File: src/sv/csx_pkg.sv
// Shared types, widths and register indexes for the CAN signal extract and scale block.
// Used by every module of the block; depends on nothing.
package csx_pkg;

  // Field widths.
  localparam int ID_W       = 29;
  localparam int PAYLOAD_W  = 64;
  localparam int START_W    = 6;
  localparam int LEN_W      = 7;
  localparam int FACTOR_W   = 32;
  localparam int OFFSET_W   = 48;
  localparam int CFG_IDX_W  = 3;
  localparam int CFG_DATA_W = 48;

  // Partial products are 33 x 32 bits; the full product fits in 97 bits signed.
  localparam int PART_W = 65;
  localparam int PROD_W = 97;
  localparam int SUM_W  = 98;

  // Configuration register indexes.
  localparam logic [CFG_IDX_W-1:0] REG_MATCH_ID     = 3'd0;
  localparam logic [CFG_IDX_W-1:0] REG_FIRST_BIT    = 3'd1;
  localparam logic [CFG_IDX_W-1:0] REG_FIELD_LEN    = 3'd2;
  localparam logic [CFG_IDX_W-1:0] REG_MOTOROLA     = 3'd3;
  localparam logic [CFG_IDX_W-1:0] REG_SIGNED_FIELD = 3'd4;
  localparam logic [CFG_IDX_W-1:0] REG_SCALE_FACTOR = 3'd5;
  localparam logic [CFG_IDX_W-1:0] REG_SCALE_OFFSET = 3'd6;

  // Reset values of the descriptor.
  localparam logic [LEN_W-1:0]           RESET_FIELD_LEN    = 7'd8;
  localparam logic signed [FACTOR_W-1:0] RESET_SCALE_FACTOR = 32'sd65536;

  // Saturation limits.
  localparam logic signed [63:0] PHYS_MAX = 64'sh7FFF_FFFF_FFFF_FFFF;
  localparam logic signed [63:0] PHYS_MIN = 64'sh8000_0000_0000_0000;

  // Input transaction.
  typedef struct packed {
    logic [ID_W-1:0]      frame_id;
    logic [PAYLOAD_W-1:0] payload;
  } frame_t;

  // Result transaction.
  typedef struct packed {
    logic                 matched;
    logic [63:0]          raw_value;
    logic signed [63:0]   physical_value;
    logic                 saturated;
  } result_t;

  // Signal descriptor.
  typedef struct packed {
    logic [ID_W-1:0]             match_id;
    logic [START_W-1:0]          first_bit;
    logic [LEN_W-1:0]            field_len;
    logic                        motorola;
    logic                        signed_field;
    logic signed [FACTOR_W-1:0]  scale_factor;
    logic signed [OFFSET_W-1:0]  scale_offset;
  } cfg_t;

  // Extracted field handed from the extract stages to the scale stages.
  typedef struct packed {
    logic        valid;
    logic        matched;
    logic [63:0] raw;
    logic        raw_neg;
  } field_t;

  // Reverses the byte order of the payload so Motorola bits run MSB first.
  function automatic logic [PAYLOAD_W-1:0] byte_swap(input logic [PAYLOAD_W-1:0] din);
    logic [PAYLOAD_W-1:0] dout;
    for (int b = 0; b < 8; b++) begin
      dout[8*(7-b) +: 8] = din[8*b +: 8];
    end
    return dout;
  endfunction

endpackage

File: src/sv/csx_cfg.sv
// Descriptor register file written through the plain configuration port.
// Depends on csx_pkg.
module csx_cfg (
  input  logic                           clk,
  input  logic                           rst,
  input  logic                           cfg_we,
  input  logic [csx_pkg::CFG_IDX_W-1:0]  cfg_index,
  input  logic [csx_pkg::CFG_DATA_W-1:0] cfg_data,
  output csx_pkg::cfg_t                  cfg
);
  import csx_pkg::*;

  // Each write lands in the register its index names; other indexes are ignored.
  always_ff @(posedge clk) begin
    if (rst) begin
      cfg.match_id     <= '0;
      cfg.first_bit    <= '0;
      cfg.field_len    <= RESET_FIELD_LEN;
      cfg.motorola     <= 1'b0;
      cfg.signed_field <= 1'b0;
      cfg.scale_factor <= RESET_SCALE_FACTOR;
      cfg.scale_offset <= '0;
    end else if (cfg_we) begin
      case (cfg_index)
        REG_MATCH_ID:     cfg.match_id     <= cfg_data[ID_W-1:0];
        REG_FIRST_BIT:    cfg.first_bit    <= cfg_data[START_W-1:0];
        REG_FIELD_LEN:    cfg.field_len    <= cfg_data[LEN_W-1:0];
        REG_MOTOROLA:     cfg.motorola     <= cfg_data[0];
        REG_SIGNED_FIELD: cfg.signed_field <= cfg_data[0];
        REG_SCALE_FACTOR: cfg.scale_factor <= $signed(cfg_data[FACTOR_W-1:0]);
        REG_SCALE_OFFSET: cfg.scale_offset <= $signed(cfg_data[OFFSET_W-1:0]);
        default: ;
      endcase
    end
  end

endmodule

File: config.mk
export PLATFORM = sky130hd
export DESIGN_NAME = csx_cfg
export DESIGN_NICKNAME = d
export VERILOG_FILES = /design/src/sv/csx_pkg.sv /design/src/sv/csx_cfg.sv
export SDC_FILE = /design/constraint.sdc
export NUM_CORES = 1
export LEC_CHECK = 0
export BUFFER_PORTS_ARGS = -buffer_cell sky130_fd_sc_hd__buf_2
export CORE_ASPECT_RATIO = 0.5
export CORE_MARGIN = 4
export CORE_UTILIZATION = 50
export CTS_BUF_LIST = sky130_fd_sc_hd__clkbuf_4 sky130_fd_sc_hd__clkbuf_8 sky130_fd_sc_hd__clkbuf_16
export DETAILED_ROUTE_END_ITERATION = 10
export GPL_TIMING_DRIVEN = 0
export PLACE_DENSITY = 0.9
export SYNTH_ARGS = -nofsm -noshare
export SYNTH_HDL_FRONTEND = slang
export SYNTH_SLANG_ARGS = --single-unit
File: constraint.sdc
create_clock -name clk -period 1.6 [get_ports clk]
set_input_delay 0.24 -clock clk [delete_from_list [all_inputs] [get_ports clk]]
set_output_delay 0.24 -clock clk [all_outputs]
set_load 0.02 [all_outputs]
; ---- Word-level counts from Yosys, hierarchy flattened
; Index checks and enable logic that the tools add are counted.
[totals]
elab_cells = 21
output_inout_bits = 124
in_bits = 54
reg_bits = 124
[classes]
reduce_logical = 8
eq_ne = 6
[op_table]
columns = operator, n
row1 = 2-bit AND reduction, 7
row2 = 3-bit equality test (second input constant), 3
row3 = 3-bit by 2-bit equality test with 1-bit output (second input constant), 2
row4 = 3-bit by 1-bit equality test with 1-bit output (second input constant), 1
row5 = 3-bit logical NOT, 1

; ---- Logic depth before layout (Yosys ltp)
; Gate-level depths: netlist of the first run.
[depth]
depth_word = 2
mapped_depth = 5
mapped_depth_nobuf = 2

; ---- Least setup slack after synthesis of the first run
; Ideal clock, no wire load.
[synth_path]
kind = input to register
startpoint = in cfg_index[1] (netlist bit)
endpoint = reg cfg[114] (netlist bit)
arrival_ns = 1.282
setup_time_ns = 0.119
required_ns = 1.481
cell_stages = 5
setup_slack_ns = 0.199
path_buffers = 3
cell_sequence = buf_4 > or4b_4 > buf_6 > buf_12 > mux2i_1
[synth_via]
elab_chain_cells = 2
[synth_rtl]
columns = item, line_no
row1 = "start, declared", csx_cfg.sv:7  ; input logic [csx_pkg::CFG_IDX_W-1:0] cfg_index,
row2 = 3-bit logical NOT, csx_cfg.sv:24  ; case (cfg_index)
row3 = 2-bit AND reduction (no source line), n/a
row4 = "end, declared", csx_cfg.sv:9  ; output csx_pkg::cfg_t cfg
; Every way passes these cells.
; A chain may end at the register's enable or synchronous reset.

; ---- Worst setup path after layout of the first run
[layout_path]
startpoint = reg cfg[22] (netlist bit)
endpoint = out cfg[22] (netlist bit)
; No word-level cell between the ends.

==> metrics.txt, run 1 <==
Worst Hold Path Cells=3; Reg-to-Reg Start=cfg[64]$_SDFFE_PP1P_; clk buf depth=2; grt peak-use layer=met2; Pre-antenna DRT Iters=4; EDFF count, synth=0; Crit Path Category=reg2out; Die Area=12000 µm²; htree depth=4; fin cells=806; required time worst endpoint=1360 ps; worst-margin pin slew=576 ps; placed cells=775; DP Worst Slack=45.9 ps; share of cells above drive strength 1=0.328; RSZ-0062 raised after global routing=false; drt wl/cell=16.5 µm; WL final=13.3 mm; gp weighted congestion=0.768; area share of the largest cell type after synthesis=0.486; post-synthesis sequential area ratio=0.486; number of max-cap violations=0; fmax=851 MHz; row cnt=25; first-pass GRT wire length=20.7 mm; Mapped Cells=468; area of the multi-input gates=2440 µm²; VDD IR max=0.836 mV; vias in the first global route=4025; Crit Path Max Fanout=2; Detail Placement HPWL=9.62 mm; Max-slew headroom=0.616; Pleak=3.41 nW; Post-Syn Nets=522; Hold Crit Class=in2reg; CP startpoint=cfg[22]$_SDFFE_PP0P_; Synth cell types=15; CP Buf/Inv Count=1; IO Port Bufs=172; area grow syn2layout=32.3%; met2 Use GR=0.402; Setup Buffers After CTS=0; cell chain of the critical path=buf_2; max reg flops=124; most frequent cells in the layout=buf_2, nand2b_1, mux2i_1, dfxtp_1, clkbuf_1; reg2reg end=cfg[64]$_SDFFE_PP1P_; gr usage total=0.224; Die Ht=79.5 µm; Worst Skew=0 ps; ANT cells=0; Setup-failing EPs final=0; Synthesis Warnings=0; DRC violations left=0; R2R depth=2; Vias/cell=4.77; min Tclk post-route=1180 ps; GR Util met3=0.0567; GRT Residual Overflow=0; Final Hold Vio Count=0; final worst slack=425 ps; Largest Register=cfg; Synth area leader=dfxtp_1; CP endpoint kind=output port; Worst Hold Path EP=cfg[37]$_SDFFE_PP0P_; slack of the worst reg-to-reg path=950 ps; Iter 0 DRT Violations=120; Setup TNS=0 ps; Avg Cell Area, Syn=10.9 µm²; final worst path period share=0.735; Vias=3847; clock latency on the worst-skew pair=390 ps; startpoint class of the critical path=flop; largest net degree at the start of global routing=17; Final ANT Viol Nets=0; critical path arrival=940 ps; TritonCTS clock tree=done; Hold Slack=90.7 ps; Hold-fix buffers, CTS=0; Final Net Count=713; Synth area leaders=dfxtp_1, mux2i_1, nand2b_1; slowest stage delay, CP=350 ps; routing usage on met1=0.261; delay-heaviest family, CP=flip-flops; asr flop ratio synth=0; initial antenna violation count=1; Slowest cell on crit path=dfxtp_1; commonest non-fill, non-tap cell in the layout=buf_2; FF/Latch Area=2480 µm²; post-cts resize count=0; Synth Flop Type=dfxtp_1; die width=151 µm; Hold Crit Start=cfg_data[37]; Mapped Area=5110 µm²; Ports=178; Power Dens Cells=1150 nW/µm²; cts bufs inserted=17; Largest regs=cfg: 124 flops; Worst-path clk slew=50 ps; synthesized flop and latch total=124; Fill cells=727; fin. max-slew vios=0; Initial Util=0.527; core area=9700 µm²; outcome=finished clean; clock root cell=clkbuf_16; clock sink count=124
[power breakdown]
| part | internal, mW | switching, mW | leakage (nW) |
|---|---|---|---|
| clock | 2.67 | 1.31 | 0.313 |
| combinational | 0.257 | 0.332 | 2.10 |
| sequential | 3.16 | 0.0356 | 1.00 |
| total | 6.09 | 1.68 | 3.41 |
[kinds of logic (layout without fill, tap and decap cells)]
family                 after synthesis  after routing  share of synthesized area
AND/OR/NAND/NOR                    184            184                      0.234
buffers and inverters               36            239                     0.0375
flip-flops                         124            124                      0.486
multiplexers                       124            124                      0.243
[synth_stat cells, types with 2 or more instances]
cell	instances
buf_6	2
dfxtp_1	124
and4b_1	2
clkbuf_1	21
nand4bb_1	2
mux2i_1	124
nor2_1	4
buf_2	8
nand2b_1	170
buf_4	4
nand4b_1	3
[cell type report]
class | instances | share of cell area
flip-flops and latches | 124 | 0.367
multi-input cells | 308 | 0.360
repair buffers | 172 | 0.127
clock buffers | 24 | 0.0753
plain buffers | 36 | 0.0283
well taps | 135 | 0.0250
clock inverters | 7 | 0.0163
[per-stage QoR]
| step | utilization | instance area (µm²) | power, mW |
|---|---|---|---|
| 3_5_place_dp | 0.633 | 6140 | 3.85 |
| 4_1_cts | 0.697 | 6760 | 7.82 |
| 3_3_place_gp | 0.633 | 6140 | 3.84 |
| 6_report | 0.697 | 6760 | 7.77 |
| 2_1_floorplan | - | 5110 | 3.63 |
| 5_1_grt | 0.697 | 6760 | 8.02 |
[worst max-delay path by stage]
stage | to | slack [ps] | cells past startpoint
finish | cfg[22] | 420 | 1
global route | cfg[22] | 380 | 1
CTS | cfg[22] | 410 | 1
detailed placement | cfg[54]$_SDFFE_PP0P_ | 50 | 4
global placement | cfg[58]$_SDFFE_PP0P_ | 50 | 4
floorplan | cfg[114]$_SDFFE_PP0P_ | 200 | 5
[worst min-delay path, delay by kind of cell]
kind                   cells  cell delay [ps]
buffers and inverters      1               90
muxes                      1               60
and+or+nand+nor            1               50
[metal layers]
metal	vias up	wire [µm]
li1	1932	-
met2	71	6720
met3	14	594
met1	1828	5810
met5	-	7
met4	2	136
Power figures use the tool's default switching activity.
==> run 2: changes to the inputs <==
clock period = 1.2 ns   (was 1.6 ns; I/O delays follow)
==> run 2 against run 1 <==
Net effect:
- combinational power increased by 35%
- count of clock-buffer cells in the layout shrank 3
- setup slack lost 340 ps
- clock skew stayed put
- critical path depth is the same
- routed wire length increased by 2.0%
- die area unchanged
- final cell count rose by 0.12%
- sequential share of layout area decreased by 0.22 points
- register-to-register slack got worse by 410 ps
==> metrics.txt, run 2 (synthesized netlist as in run 1, its figures left out) <==
most frequent cells in the layout=buf_2, nand2b_1, mux2i_1, dfxtp_1, clkbuf_1; outcome=finished clean; Die Area=12000 µm²; first-pass GRT wire length=21.3 mm; Setup Buffers After CTS=0; slack of the worst reg-to-reg path=540 ps; CP endpoint kind=output port; Largest Register=cfg; post-cts resize count=0; core area=9700 µm²; critical path depth=1; slowest stage delay, CP=350 ps; Hold Crit Class=in2reg; cts bufs inserted=17; min Tclk post-route=1120 ps; Vias=3971; Sw Ratio=0.222; Largest regs=cfg: 124 flops; Final Util=0.701; Reg-to-Reg Start=cfg[35]$_SDFFE_PP0P_; drt wl/cell=16.8 µm; required time worst endpoint=1020 ps; startpoint class of the critical path=flop; IO Port Bufs=172; Pleak=3.41 nW; VDD IR max=1.18 mV; Vias/cell=4.92; CP endpoint=cfg[118]; clock sink count=124; clock root cell=clkbuf_16; fin. max-slew vios=0; Final ANT Viol Nets=0; Max-slew headroom=0.642; Hold-fix buffers, CTS=0; Crit Path Category=reg2out; Final Hold Vio Count=0; Setup-failing EPs final=0; Final Net Count=713; gr usage total=0.228; Worst Skew=0 ps; Detail Placement HPWL=9.71 mm; Crit Path Max Fanout=2; Die Ht=79.5 µm; row cnt=25; Slowest cell on crit path=dfxtp_1; share of cells above drive strength 1=0.329; critical path arrival=940 ps; Final Instance Area=6800 µm²; Power Dens Cells=1550 nW/µm²; fmax=896 MHz; max reg flops=124; reg2reg end=cfg[35]$_SDFFE_PP0P_; Ports=178; DP Area=6160 µm²; TritonCTS clock tree=done; CP startpoint=cfg[118]$_SDFFE_PP0P_; area grow syn2layout=33.1%; commonest non-fill, non-tap cell in the layout=buf_2; clock power share=0.521; RSZ-0062 raised after global routing=false; cell-internal power=8.21 mW; DRC violations left=0; vias in the first global route=4176; R2R depth=2; clock latency on the worst-skew pair=400 ps; initial antenna violation count=0; largest net degree at the start of global routing=17; Worst-path clk slew=60 ps; cell chain of the critical path=buf_2; CP Buf/Inv Count=1; Initial Util=0.527; htree depth=4; Iter 0 DRT Violations=140; number of max-cap violations=0; GRT Residual Overflow=0; sequential power share=0.403; Switching Power=2.35 mW; Comb power frac=0.075; worst-margin pin slew=535 ps; final worst path period share=0.930; WL final=13.5 mm; Pre-antenna DRT Iters=4; delay-heaviest family, CP=flip-flops; ANT cells=0; clk buf depth=2; gp weighted congestion=0.777; die width=151 µm
==> run 2: through the flow <==
| step | hold WS [ps] | setup TNS [ps] | setup WS, ps | instances | power, mW |
|---|---|---|---|---|---|
| 2_1_floorplan | 335 | -1250 | -125 | 468 | 4.84 |
| 3_3_place_gp | 443 | -12560 | -230 | 775 | 5.12 |
| 3_5_place_dp | 452 | -15600 | -260 | 775 | 5.14 |
| 4_1_cts | 19.2 | 0 | 72.4 | 807 | 10.6 |
| 5_1_grt | 46.3 | 0 | 28.8 | 807 | 10.8 |
| 6_report | 27.5 | 0 | 84.3 | 807 | 10.6 |
==> run 2: worst min-delay path by stage <==
stage	cells past startpoint	endpoint	startpoint
after CTS	3	cfg[38]$_SDFFE_PP0P_	cfg_data[38]
after detailed placement	3	cfg[44]$_SDFFE_PP0P_	cfg_data[44]
after global placement	3	cfg[38]$_SDFFE_PP0P_	cfg_data[38]
after global routing	3	cfg[44]$_SDFFE_PP0P_	cfg_data[44]
final	3	cfg[38]$_SDFFE_PP0P_	cfg_data[38]
after floorplan	2	cfg[32]$_SDFFE_PP0P_	cfg_data[32]
==> run 2: power by group through the flow <==
stage | Combinational, mW | Sequential [mW] | Clock, mW
3_3_place_gp | 0.777 | 4.34 | 0
2_1_floorplan | 0.389 | 4.45 | 0
6_report | 0.795 | 4.26 | 5.50
3_5_place_dp | 0.792 | 4.35 | 0
4_1_cts | 0.798 | 4.26 | 5.57
5_1_grt | 0.854 | 4.27 | 5.71
==> run 2: layout make-up <==
type,instances,area [µm²]
plain buffers,36,213
clock buffers,21,474
clock inverters,11,165
fillers,726,2900
multi-input cells,308,2440
flip-flops and latches,124,2480
well taps,135,169
repair buffers,172,861
==> run 2: metal layers <==
metal / track usage / part of all wire / wire [µm] / up-vias
met3: 0.0493 / 0.046 / 625 / 20
li1: - / - / - / 1933
met1: 0.272 / 0.43 / 5860 / 1929
met4: 0.0877 / 0.014 / 196 / 0
met5: 0 / 0 / 0 / -
met2: 0.405 / 0.51 / 6860 / 89
