==> src/sv/csx_pkg.sv <==
// Shared types, widths and register indexes for the CAN signal extract and scale block.
// Used by every module of the block; depends on nothing.
package csx_pkg;

  // Field widths.
  localparam int ID_W       = 29;
  localparam int PAYLOAD_W  = 64;
  localparam int START_W    = 6;
  localparam int LEN_W      = 7;
  localparam int FACTOR_W   = 32;
  localparam int OFFSET_W   = 48;
  localparam int CFG_IDX_W  = 3;
  localparam int CFG_DATA_W = 48;

  // Partial products are 33 x 32 bits; the full product fits in 97 bits signed.
  localparam int PART_W = 65;
  localparam int PROD_W = 97;
  localparam int SUM_W  = 98;

  // Configuration register indexes.
  localparam logic [CFG_IDX_W-1:0] REG_MATCH_ID     = 3'd0;
  localparam logic [CFG_IDX_W-1:0] REG_FIRST_BIT    = 3'd1;
  localparam logic [CFG_IDX_W-1:0] REG_FIELD_LEN    = 3'd2;
  localparam logic [CFG_IDX_W-1:0] REG_MOTOROLA     = 3'd3;
  localparam logic [CFG_IDX_W-1:0] REG_SIGNED_FIELD = 3'd4;
  localparam logic [CFG_IDX_W-1:0] REG_SCALE_FACTOR = 3'd5;
  localparam logic [CFG_IDX_W-1:0] REG_SCALE_OFFSET = 3'd6;

  // Reset values of the descriptor.
  localparam logic [LEN_W-1:0]           RESET_FIELD_LEN    = 7'd8;
  localparam logic signed [FACTOR_W-1:0] RESET_SCALE_FACTOR = 32'sd65536;

  // Saturation limits.
  localparam logic signed [63:0] PHYS_MAX = 64'sh7FFF_FFFF_FFFF_FFFF;
  localparam logic signed [63:0] PHYS_MIN = 64'sh8000_0000_0000_0000;

  // Input transaction.
  typedef struct packed {
    logic [ID_W-1:0]      frame_id;
    logic [PAYLOAD_W-1:0] payload;
  } frame_t;

  // Result transaction.
  typedef struct packed {
    logic                 matched;
    logic [63:0]          raw_value;
    logic signed [63:0]   physical_value;
    logic                 saturated;
  } result_t;

  // Signal descriptor.
  typedef struct packed {
    logic [ID_W-1:0]             match_id;
    logic [START_W-1:0]          first_bit;
    logic [LEN_W-1:0]            field_len;
    logic                        motorola;
    logic                        signed_field;
    logic signed [FACTOR_W-1:0]  scale_factor;
    logic signed [OFFSET_W-1:0]  scale_offset;
  } cfg_t;

  // Extracted field handed from the extract stages to the scale stages.
  typedef struct packed {
    logic        valid;
    logic        matched;
    logic [63:0] raw;
    logic        raw_neg;
  } field_t;

  // Reverses the byte order of the payload so Motorola bits run MSB first.
  function automatic logic [PAYLOAD_W-1:0] byte_swap(input logic [PAYLOAD_W-1:0] din);
    logic [PAYLOAD_W-1:0] dout;
    for (int b = 0; b < 8; b++) begin
      dout[8*(7-b) +: 8] = din[8*b +: 8];
    end
    return dout;
  endfunction

endpackage

==> src/sv/csx_extract.sv <==
// Two pipeline stages: identifier match and field alignment, then masking and sign extension.
// Depends on csx_pkg.
module csx_extract (
  input  logic            clk,
  input  logic            rst,
  input  logic            in_valid,
  input  csx_pkg::frame_t frame,
  input  csx_pkg::cfg_t   cfg,
  output csx_pkg::field_t fld
);
  import csx_pkg::*;

  logic [PAYLOAD_W-1:0]   swapped;
  logic [START_W-1:0]     moto_first;
  logic [7:0]             moto_shift;
  logic [2*PAYLOAD_W-1:0] moto_wide;
  logic [PAYLOAD_W-1:0]   align_next;
  logic                   matched_next;

  logic                   valid_a;
  logic                   matched_a;
  logic [PAYLOAD_W-1:0]   align_a;

  logic                   len_ok;
  logic [PAYLOAD_W-1:0]   mask;
  logic [START_W-1:0]     sign_idx;
  logic [PAYLOAD_W-1:0]   masked;
  logic                   sign_next;
  logic [PAYLOAD_W-1:0]   raw_next;

  // Stage A: Intel fields shift down from the start bit. Motorola fields are read from
  // the byte-swapped payload, where the sawtooth order becomes a plain MSB-first run;
  // bits past the last byte fall into the zero half of the wide word.
  always_comb begin
    swapped      = byte_swap(frame.payload);
    moto_first   = {cfg.first_bit[5:3], ~cfg.first_bit[2:0]};
    moto_shift   = 8'd128 - {2'b00, moto_first} - {1'b0, cfg.field_len};
    moto_wide    = {swapped, {PAYLOAD_W{1'b0}}} >> moto_shift[6:0];
    align_next   = cfg.motorola ? moto_wide[PAYLOAD_W-1:0] : (frame.payload >> cfg.first_bit);
    matched_next = (frame.frame_id == cfg.match_id);
  end

  always_ff @(posedge clk) begin
    if (rst) begin
      valid_a <= 1'b0;
    end else begin
      valid_a <= in_valid;
    end
  end

  always_ff @(posedge clk) begin
    matched_a <= matched_next;
    align_a   <= align_next;
  end

  // Stage B: low field_len bits, sign-extended if signed; zero for lengths of 0 or over 64.
  always_comb begin
    len_ok    = (cfg.field_len != '0) && (cfg.field_len <= 7'd64);
    mask      = cfg.field_len[6] ? {PAYLOAD_W{1'b1}}
                                 : ~({PAYLOAD_W{1'b1}} << cfg.field_len[5:0]);
    sign_idx  = cfg.field_len[5:0] - 6'd1;
    masked    = align_a & mask;
    sign_next = cfg.signed_field && len_ok && masked[sign_idx];
    if (!len_ok) begin
      raw_next = '0;
    end else if (sign_next) begin
      raw_next = masked | ~mask;
    end else begin
      raw_next = masked;
    end
  end

  always_ff @(posedge clk) begin
    if (rst) begin
      fld.valid <= 1'b0;
    end else begin
      fld.valid <= valid_a;
    end
    fld.matched <= matched_a;
    fld.raw     <= raw_next;
    fld.raw_neg <= sign_next;
  end

endmodule

==> config.mk <==
export PLATFORM = sky130hd
export DESIGN_NAME = csx_extract
export DESIGN_NICKNAME = d
export VERILOG_FILES = /design/src/sv/csx_pkg.sv /design/src/sv/csx_extract.sv
export SDC_FILE = /design/constraint.sdc
export NUM_CORES = 1
export LEC_CHECK = 0
export ABC_AREA = 1
export BUFFER_PORTS_ARGS = -buffer_cell sky130_fd_sc_hd__buf_2
export CAP_MARGIN = 10
export CORE_ASPECT_RATIO = 1.25
export CORE_UTILIZATION = 35
export CTS_BUF_LIST = sky130_fd_sc_hd__clkbuf_16
export CTS_CLUSTER_DIAMETER = 80
export DETAILED_ROUTE_END_ITERATION = 12
export PLACE_DENSITY = 0.55
export SYNTH_ARGS = -nofsm -noshare
export SYNTH_HDL_FRONTEND = slang
export SYNTH_SLANG_ARGS = --single-unit
export TNS_END_PERCENT = 30
==> constraint.sdc <==
create_clock -name clk -period 4.17 [get_ports clk]
set_input_delay 0.834 -clock clk [delete_from_list [all_inputs] [get_ports clk]]
set_output_delay 0.834 -clock clk [all_outputs]
set_load 0.1 [all_outputs]
== Word level (Yosys, flattened, before mapping) ==
Index checks and enable logic that the tools add are counted.
Cells by class
  add/subtract/negate cells: 3
  magnitude comparators: 2
  reductions and logical operators: 4
  muxes and demuxes: 5
  bitwise gates (word level): 5
  equality and inequality tests: 1
  shift-type cells: 3
Operator list (count)
  two-way mux 64 bit: 3
  NOT 64 bit: 2
  >> shifter 128 x 7 -> 64 bit: 1
  bitwise AND 64 bit: 1
  bitwise OR 64 bit: 1
  left shift 64 x 6 -> 64 bit, first input constant: 1
  >> shifter 64 x 6 -> 64 bit: 1
  equality test 29 bit: 1
  <= comparator 7 bit, second input constant: 1
  less-than comparator 6 x 7 -> 1 bit, second input constant: 1
  nonzero test 7 bit: 1
  subtractor 1 x 6 -> 7 bit, first input constant: 1
  subtractor 7 bit: 1
  binary-select mux 1 bit (select 6 bit): 1
  subtractor 6 x 1 -> 6 bit, second input constant: 1
  logical AND 1 bit: 3
  NOT 3 bit: 1
  two-way mux 1 bit: 1
Storage, ports and cells
  output and inout port bits: 67
  word-level logic and storage cells: 30
  register bits after elaboration: 133

== Depth between registers and ports, before layout ==
Gate-level depths: netlist of run 1.
  word-level depth: 8
  depth in mapped cells: 22
  gate-level depth less buffers: 18

== Worst setup path before layout of run 1 ==
No wires, ideal clock.
  path kind: in2reg
  from: input port cfg[92] in the netlist's numbering
  to: register align_a[35]
  path buffers: 4
  stages on the path: 18
  library setup time: 0.113 ns
  setup slack: 0.286 ns
  required time: 4.057 ns
  arrival time: 3.771 ns
  cell sequence: clkbuf_1 inv_2 buf_1 clkbuf_1 ha_1 ha_1 a21oi_1 nand2_1 or2_2 nand2_1 inv_2 buf_1 o211ai_1 nand3_1 o211ai_1 nand2_1 nand2_1 nand2_1
Between the ends
  word-level cells in the longest chain between the ends: 4
Ends and longest elaborated chain
  from (decl): RTL line csx_extract.sv:8  | input csx_pkg::cfg_t cfg,
  subtractor 1 x 6 -> 7 bit: RTL line csx_extract.sv:37  | moto_shift = 8'd128 - {2'b00, moto_first} - {1'b0, cfg.field_len};
  subtractor 7 bit: RTL line csx_extract.sv:37
  >> shifter 128 x 7 -> 64 bit: RTL line csx_extract.sv:38  | moto_wide = {swapped, {PAYLOAD_W{1'b0}}} >> moto_shift[6:0];
  two-way mux 64 bit (*): RTL line csx_extract.sv:39  | align_next = cfg.motorola ? moto_wide[PAYLOAD_W-1:0] : (frame.payload >> cfg.first_bit);
  net align_next[35]: RTL line csx_extract.sv:17  | logic [PAYLOAD_W-1:0] align_next;
  to (signal assigned): RTL line csx_extract.sv:53  | align_a <= align_next;
  to (decl): RTL line csx_extract.sv:22  | logic [PAYLOAD_W-1:0] align_a;
Mark *: on every way through the listed nets, which the timed path passes. The rest lies on a longest branch.
A chain may end at the register's enable or synchronous reset.

== Worst setup path in the final report of run 1 ==
  from: input port cfg[90] in the netlist's numbering
  to: register align_a[6]
Between the ends
  word-level cells in the longest chain between the ends: 5
Ends and longest elaborated chain
  NOT 3 bit: RTL line csx_extract.sv:36  | moto_first = {cfg.first_bit[5:3], ~cfg.first_bit[2:0]};
  subtractor 1 x 6 -> 7 bit: RTL line csx_extract.sv:37
  subtractor 7 bit: RTL line csx_extract.sv:37
  >> shifter 128 x 7 -> 64 bit: RTL line csx_extract.sv:38
  two-way mux 64 bit (*): RTL line csx_extract.sv:39
  net align_next[6]: RTL line csx_extract.sv:17
Marked as above.

==> impl_results.md, run 1 <==
* Num rows at 86
* Die area at 46070 sq um
* Worst path cell trace: buf_2 -> inv_2 -> ha_1 -> inv_1 -> ha_2 -> fa_2 -> clkinv_1 -> buf_4 -> o21ai_0 -> nand2_1 -> nand3_1 -> nand3_1 -> nand3_1 -> nand4_1 -> buf_4
* Final worst path period need at 3.632 ns
* Register area at 2663 sq um
* Ant diodes at 0
* Hold slack at 0.3300 ns
* Detailed Route WL at 80470 um
* GPL Wtd Cong at 1.034
* Worst min path class: register to register
* Relative slew margins at 0.2625
* Clock Skew at 0.01950 ns
* Critical path's largest stage delay at 0.62 ns
* DRT Pass-1 Iters at 6
* First-pass GRT wire length at 118200 um
* CP max-delay cell: fa_2
* Dpl cell area at 17580 sq um
* Post-synthesis async set-or-reset flop share at 0
* Crit Path Max Fanout at 23
* Grt met2 use at 0.5909
* Required @ worst endpoint at 4.52 ns
* Layout cell share with drive strength beyond 1 at 0.1481
* Clk buf depth at 2
* H-Tree Depth at 4
* Clk pin slew, worst setup/hold paths at 0.07 ns
* Final ANT Viol Nets at 0
* Crit-path leading delay family: adder cells
* Clk_lat worst skew at 0.44 ns
* Root Buffer: clkbuf_16
* Slew Limit Fails at 0
* Setup repair bufs after CTS at 0
* Multi-input gate area at 11350 sq um
* Initial DRC count at 1993
* Met1 usage at 0.4105
* Worst setup margin at 0.5381 ns
* Sequential area share after synthesis at 0.1683
* Buffers on Ports at 206
* Largest cells by area after synthesis: nand2_1 22%, dfxtp_1 17%, nand3_1 12%
* DP HPWL at 65320 um
* Post-synth top flop: dfxtp_1
* RSZ-0062 raised after global routing: false
* Routing usage on met3 at 0.03619
* Post-Syn Instances at 2762
* EDFF count, synth at 0
* Layout area overhead at 14.83%
* Die height at 239.7 um
* Post-synth top cells: 934 x nand2_1, 391 x nand3_1, 278 x o21ai_0
* Element type at the critical path end: register
* Buffers & Inverters on Critical Path at 6
* DRC viols at 0
* Via count at 19844
* Sink Count at 133
* Avg Inst Size Synth at 5.729 sq um
* Cell area after layout at 18170 sq um
* PwrDens at 465.9 nW/um^2
* Cell with the most instances after synthesis: nand2_1
* Overflow after GRT at 0
* Netlist cell types at 54
* Drt wl/cell at 23.20 um
* TritonCTS buffer count at 17
* Vias per inst at 5.722
* Core area at 44330 sq um
* Outcome: finished clean
* Worst path most repeated cell: nand3_1
* Worst slack, placed at 0.1536 ns
* # setup viols final at 0
* GRT busiest layer: met2
* Worst-Margin Slew at 1.104 ns
* Crit path arrival time at 3.98 ns
* Nets at 3121
* Setup CP Type: primary input to register
* Post-synth top area share at 0.2216
* Final-report hold violation count at 0
* Synth area leader: nand2_1
* #FFs+latches synth at 133
* Boundary pin count at 287
* Power Total at 0.008465 W
* Net Count, Synth at 3000
* Peak VDD IR at 0.4690 mV
* Max frequency at 275.3 MHz
* Hold-fix buffers at CTS at 0
* Fin Setup TNS at 0 ns
* Number of max-cap violations at 0
* Crit start category: primary input
* Initial antenna violation count at 1
* Final worst-path cycle share at 0.8709
* Vias in the first global route at 18318
* Syn Std Cell Area at 15820 sq um
* # fillers at 4979
* Syn. warnings at 0
* Largest net degree at the start of global routing at 124
* Initial core utilization at 0.3569
* TritonCTS clock tree: yes
* Die width at 192.2 um
* Pleak at 8.831 nW
* GRT Util Overall at 0.3473
* CTS resizes at 0
[report_power, final]
group	leakage, nW	internal, W	total, W	switching [W]
Combinational	7.44	0.00148	0.00519	0.00370
Sequential	1.10	0.00155	0.00178	0.000233
Clock	0.289	0.000892	0.00150	0.000607
[per-layer routing]
| metal | routed length (um) | part of all wire |
|---|---|---|
| met1 | 31400 | 0.39 |
| met2 | 38600 | 0.48 |
| met3 | 4580 | 0.057 |
| met4 | 5879 | 0.073 |
| met5 | 13 | 0.00016 |
[through the flow]
stage | cells | util
6_report | 3468 | 0.4099
5_1_grt | 3468 | 0.4099
4_1_cts | 3468 | 0.4099
3_5_place_dp | 3436 | 0.3965
3_3_place_gp | 3436 | 0.3965
2_1_floorplan | 2762 | -
[final cells by class]
type / count / share of cell area
clock buffers: 17 / 0.02341
multi-input cells: 2238 / 0.6244
flip-flops and latches: 133 / 0.1465
repair buffers: 329 / 0.1228
inverters: 164 / 0.03415
well taps: 572 / 0.03939
clock inverters: 15 / 0.009296
[worst paths after layout]
| path | from | endpoint | slack, ns | cells past startpoint |
|---|---|---|---|---|
| max | cfg[90] | align_a[6] | 0.54 | 15 |
| min reg2reg | matched_a | fld[65] | 0.33 | 0 |
| max reg2reg | align_a[55] | fld[33] | 1.94 | 11 |
| min | matched_a | fld[65] | 0.33 | 0 |
[cell usage in the layout, fill, tap and decap left out, types with 3 or more instances in the layout]
master	netlist	final
nand4_1	112	112
nand3_1	391	391
nor2_1	75	73
ha_1	17	15
o21a_1	3	3
inv_6	1	6
and3_1	3	3
clkinv_4	0	4
nand3b_1	4	4
nand2_1	934	932
buf_2	53	205
buf_4	17	102
inv_2	9	9
nor4_1	5	5
nand3_2	10	10
o2111ai_1	4	4
xor2_1	10	8
o211ai_1	71	71
xnor2_1	22	22
buf_12	0	22
mux2i_1	94	94
or2_2	21	21
dfxtp_1	133	133
a21oi_1	96	96
or2_1	13	13
inv_1	152	152
or2_0	3	3
clkinv_1	2	3
nor2_4	4	5
a31oi_1	7	7
o21ai_1	34	34
clkbuf_16	0	17
o21ai_0	278	278
nand2_2	6	8
[state kept, by name (all words and copies together) (netlist names)]
name	cells
fld	67
align_a	64
matched_a	1
valid_a	1
[worst register-to-register path: stages (launching register included)]
cell and delay, ns:
dfxtp_1 0.56, inv_1 0.09, nor2_1 0.15, nand2_1 0.06
nand3_1 0.10, nand3_1 0.08, nand3_1 0.11, nand3_2 0.13
nand3_4 0.14, buf_4 0.23, nand4_1 0.11, a21oi_1 0.33
[cell families (layout without fill, tap and decap cells)]
logic type               after synthesis  after routing  share of synthesized area
AO/OA/AOI/OAI                        504            504                     0.1746
XOR/XNOR                              34             34                    0.01977
adder cells (fa/ha/maj)               18             18                    0.01471
buffers and inverters                391            525                     0.1192
flip-flops                           133            133                     0.1683
multiplexers                          94             94                    0.05946
AND/OR/NAND/NOR                     1588           1588                     0.4441
Power figures use the tool's default switching activity.
==> run 2, diff against run 1 <==
Settings changed: HOLD_SLACK_MARGIN from default to 0.12, MAX_ROUTING_LAYER from default to met4.
==> run 2 against run 1 <==
Core utilization up 0.25 points; highest routed layer is now met4; via count barely moved; fmax decreased by 2.0%; largest cell class unchanged; design area increased by 0.61%; sequential share of layout area fell by 0.089 points; register-to-register slack improved by 0.08 ns.
==> impl_results.md, run 2 (synthesis gave the netlist of run 1 again) <==
* Outcome: finished clean
* Sw Pwr at 0.004604 W
* Hold-fix buffers at CTS at 0
* Logic pwr share at 0.606
* # fillers at 4910
* Clk_lat worst skew at 0.44 ns
* Sink Count at 133
* GRT Util Overall at 0.3674
* Boundary pin count at 287
* Number of max-cap violations at 0
* Crit start category: primary input
* GPL Wtd Cong at 1.052
* Final-report hold violation count at 0
* Initial DRC count at 1725
* Worst path cell trace: buf_2 -> inv_2 -> ha_1 -> inv_1 -> ha_2 -> buf_4 -> o21ai_0 -> nand2_1 -> nand2_1 -> nand2_1 -> o211ai_1 -> o21ai_0 -> o21ai_1 -> nand2_1 -> nand2_1 -> nand2_1
* Setup CP Type: primary input to register
* Clk pin slew, worst setup/hold paths at 0.06 ns
* Buffers & Inverters on Critical Path at 4
* DRT Pass-1 Iters at 8
* Commonest non-fill, non-tap cell in the layout: nand2_1
* CP max-delay cell: o21ai_0
* Worst min path class: register to register
* Final ANT Viol Nets at 0
* Vias per inst at 5.704
* # setup viols final at 0
* Final worst-path cycle share at 0.8889
* Setup repair bufs after CTS at 0
* Sw frac at 0.5281
* Crit Path Max Fanout at 35
* Buffers on Ports at 206
* DRC viols at 0
* Initial antenna violation count at 1
* Core area at 44330 sq um
* Layout cell share with drive strength beyond 1 at 0.1503
* CTS resizes at 0
* Most frequent cells in the layout: 932 x nand2_1, 391 x nand3_1, 278 x o21ai_0
* Fin Setup TNS at 0 ns
* Die width at 192.2 um
* Number of flip-flops in the largest register at 67
* Flop pwr share at 0.205
* Crit path arrival time at 4.04 ns
* Via count at 19857
* Element type at the critical path end: register
* Required @ worst endpoint at 4.51 ns
* Final worst path period need at 3.707 ns
* TritonCTS buffer count at 17
* H-Tree Depth at 4
* Worst path most repeated cell: nand2_1
* TritonCTS clock tree: yes
* Clock power frac at 0.189
* DP HPWL at 66140 um
* Layout area overhead at 15.54%
* Register area at 2663 sq um
* Crit-path leading delay family: compound AO/OA/AOI/OAI gates
* Biggest regs: fld (67), align_a (64)
* PwrDens at 476.8 nW/um^2
* Slew Limit Fails at 0
* Pleak at 8.907 nW
* Largest net degree at the start of global routing at 124
* Worst-Margin Slew at 1.005 ns
* Root Buffer: clkbuf_16
* Relative slew margins at 0.3227
* Die height at 239.7 um
* Peak VDD IR at 0.3600 mV
* Cell internal pwr at 0.004113 W
* Nets at 3133
* Die area at 46070 sq um
* Num rows at 86
* Biggest register: fld
* First-pass GRT wire length at 120900 um
* Clock Skew at 0.01707 ns
* RSZ-0062 raised after global routing: false
* Vias in the first global route at 18434
* Critical path's largest stage delay at 0.84 ns
* Initial core utilization at 0.3569
* Clk buf depth at 2
* Max frequency at 269.8 MHz
* Drt wl/cell at 23.77 um
* Overflow after GRT at 0
* Detailed Route WL at 82740 um
* Util after Layout at 0.4124
* Multi-input gate area at 11350 sq um
-- run 2: cell count changes in the layout (fill, tap and decap cells not counted) --
| cell | change |
|---|---|
| buf_4 | +14 |
| inv_6 | -4 |
| bufinv_16 | +3 |
| clkinv_1 | +3 |
| buf_12 | -2 |
| clkinvlp_4 | -2 |
| diode_2 | +1 |
| inv_1 | +1 |
| inv_8 | -1 |
-- run 2: power by group through the flow --
stage          Combinational, W  Clock [W]  Sequential (W)
2_1_floorplan           0.00282          0         0.00229
3_3_place_gp            0.00518          0         0.00181
3_5_place_dp            0.00519          0         0.00181
4_1_cts                 0.00520    0.00167         0.00178
5_1_grt                 0.00569    0.00173         0.00180
6_report                0.00528    0.00164         0.00179
-- run 2: stage by stage --
stage	cell area [sq um]	worst slack [ns]	total power (W)	hold WS, ns	instances
2_1_floorplan	15820	0.2860	0.005113	0.3096	2762
3_3_place_gp	17640	0.08226	0.006990	0.3113	3448
3_5_place_dp	17640	0.07637	0.006996	0.3172	3448
4_1_cts	18280	0.5137	0.008651	0.3323	3480
5_1_grt	18280	0.2829	0.009216	0.3330	3481
6_report	18280	0.4634	0.008717	0.3289	3481
-- run 2: routing by layer --
metal  vias to the layer above  part of all wire  global-route usage
li1                       9577                 -                   -
met1                      9244              0.39              0.4157
met2                       841              0.48              0.6050
met3                       195             0.055             0.04381
met4                         0             0.076              0.2446
met5                         -                 0                   -
-- run 2: path summary, 6_finish.rpt --
| kind | from | to | slack, ns | depth (start not counted) |
|---|---|---|---|---|
| worst min-delay path | matched_a | fld[65] | 0.33 | 0 |
| worst max-delay path | cfg[90] | align_a[39] | 0.46 | 16 |
| worst max register to register | align_a[47] | fld[45] | 2.02 | 11 |
| worst min register to register | matched_a | fld[65] | 0.33 | 0 |
-- run 2: worst register-to-register path, delay by kind of cell (launching register included) --
kind,cells,cell delay (ns)
simple gates,6,0.74
compound gates,3,0.51
flops,1,0.47
buf+inv,2,0.34
-- run 2: layout make-up --
| type | count | area share |
|---|---|---|
| Clock buffer | 17 | 0.02327 |
| Tap cell | 572 | 0.03915 |
| Inverter | 164 | 0.03394 |
| Clock inverter | 15 | 0.01163 |
| Sequential cell | 133 | 0.1456 |
| Antenna cell | 1 | 0.0001369 |
| Multi-Input combinational cell | 2238 | 0.6206 |
| Timing Repair Buffer | 341 | 0.1257 |
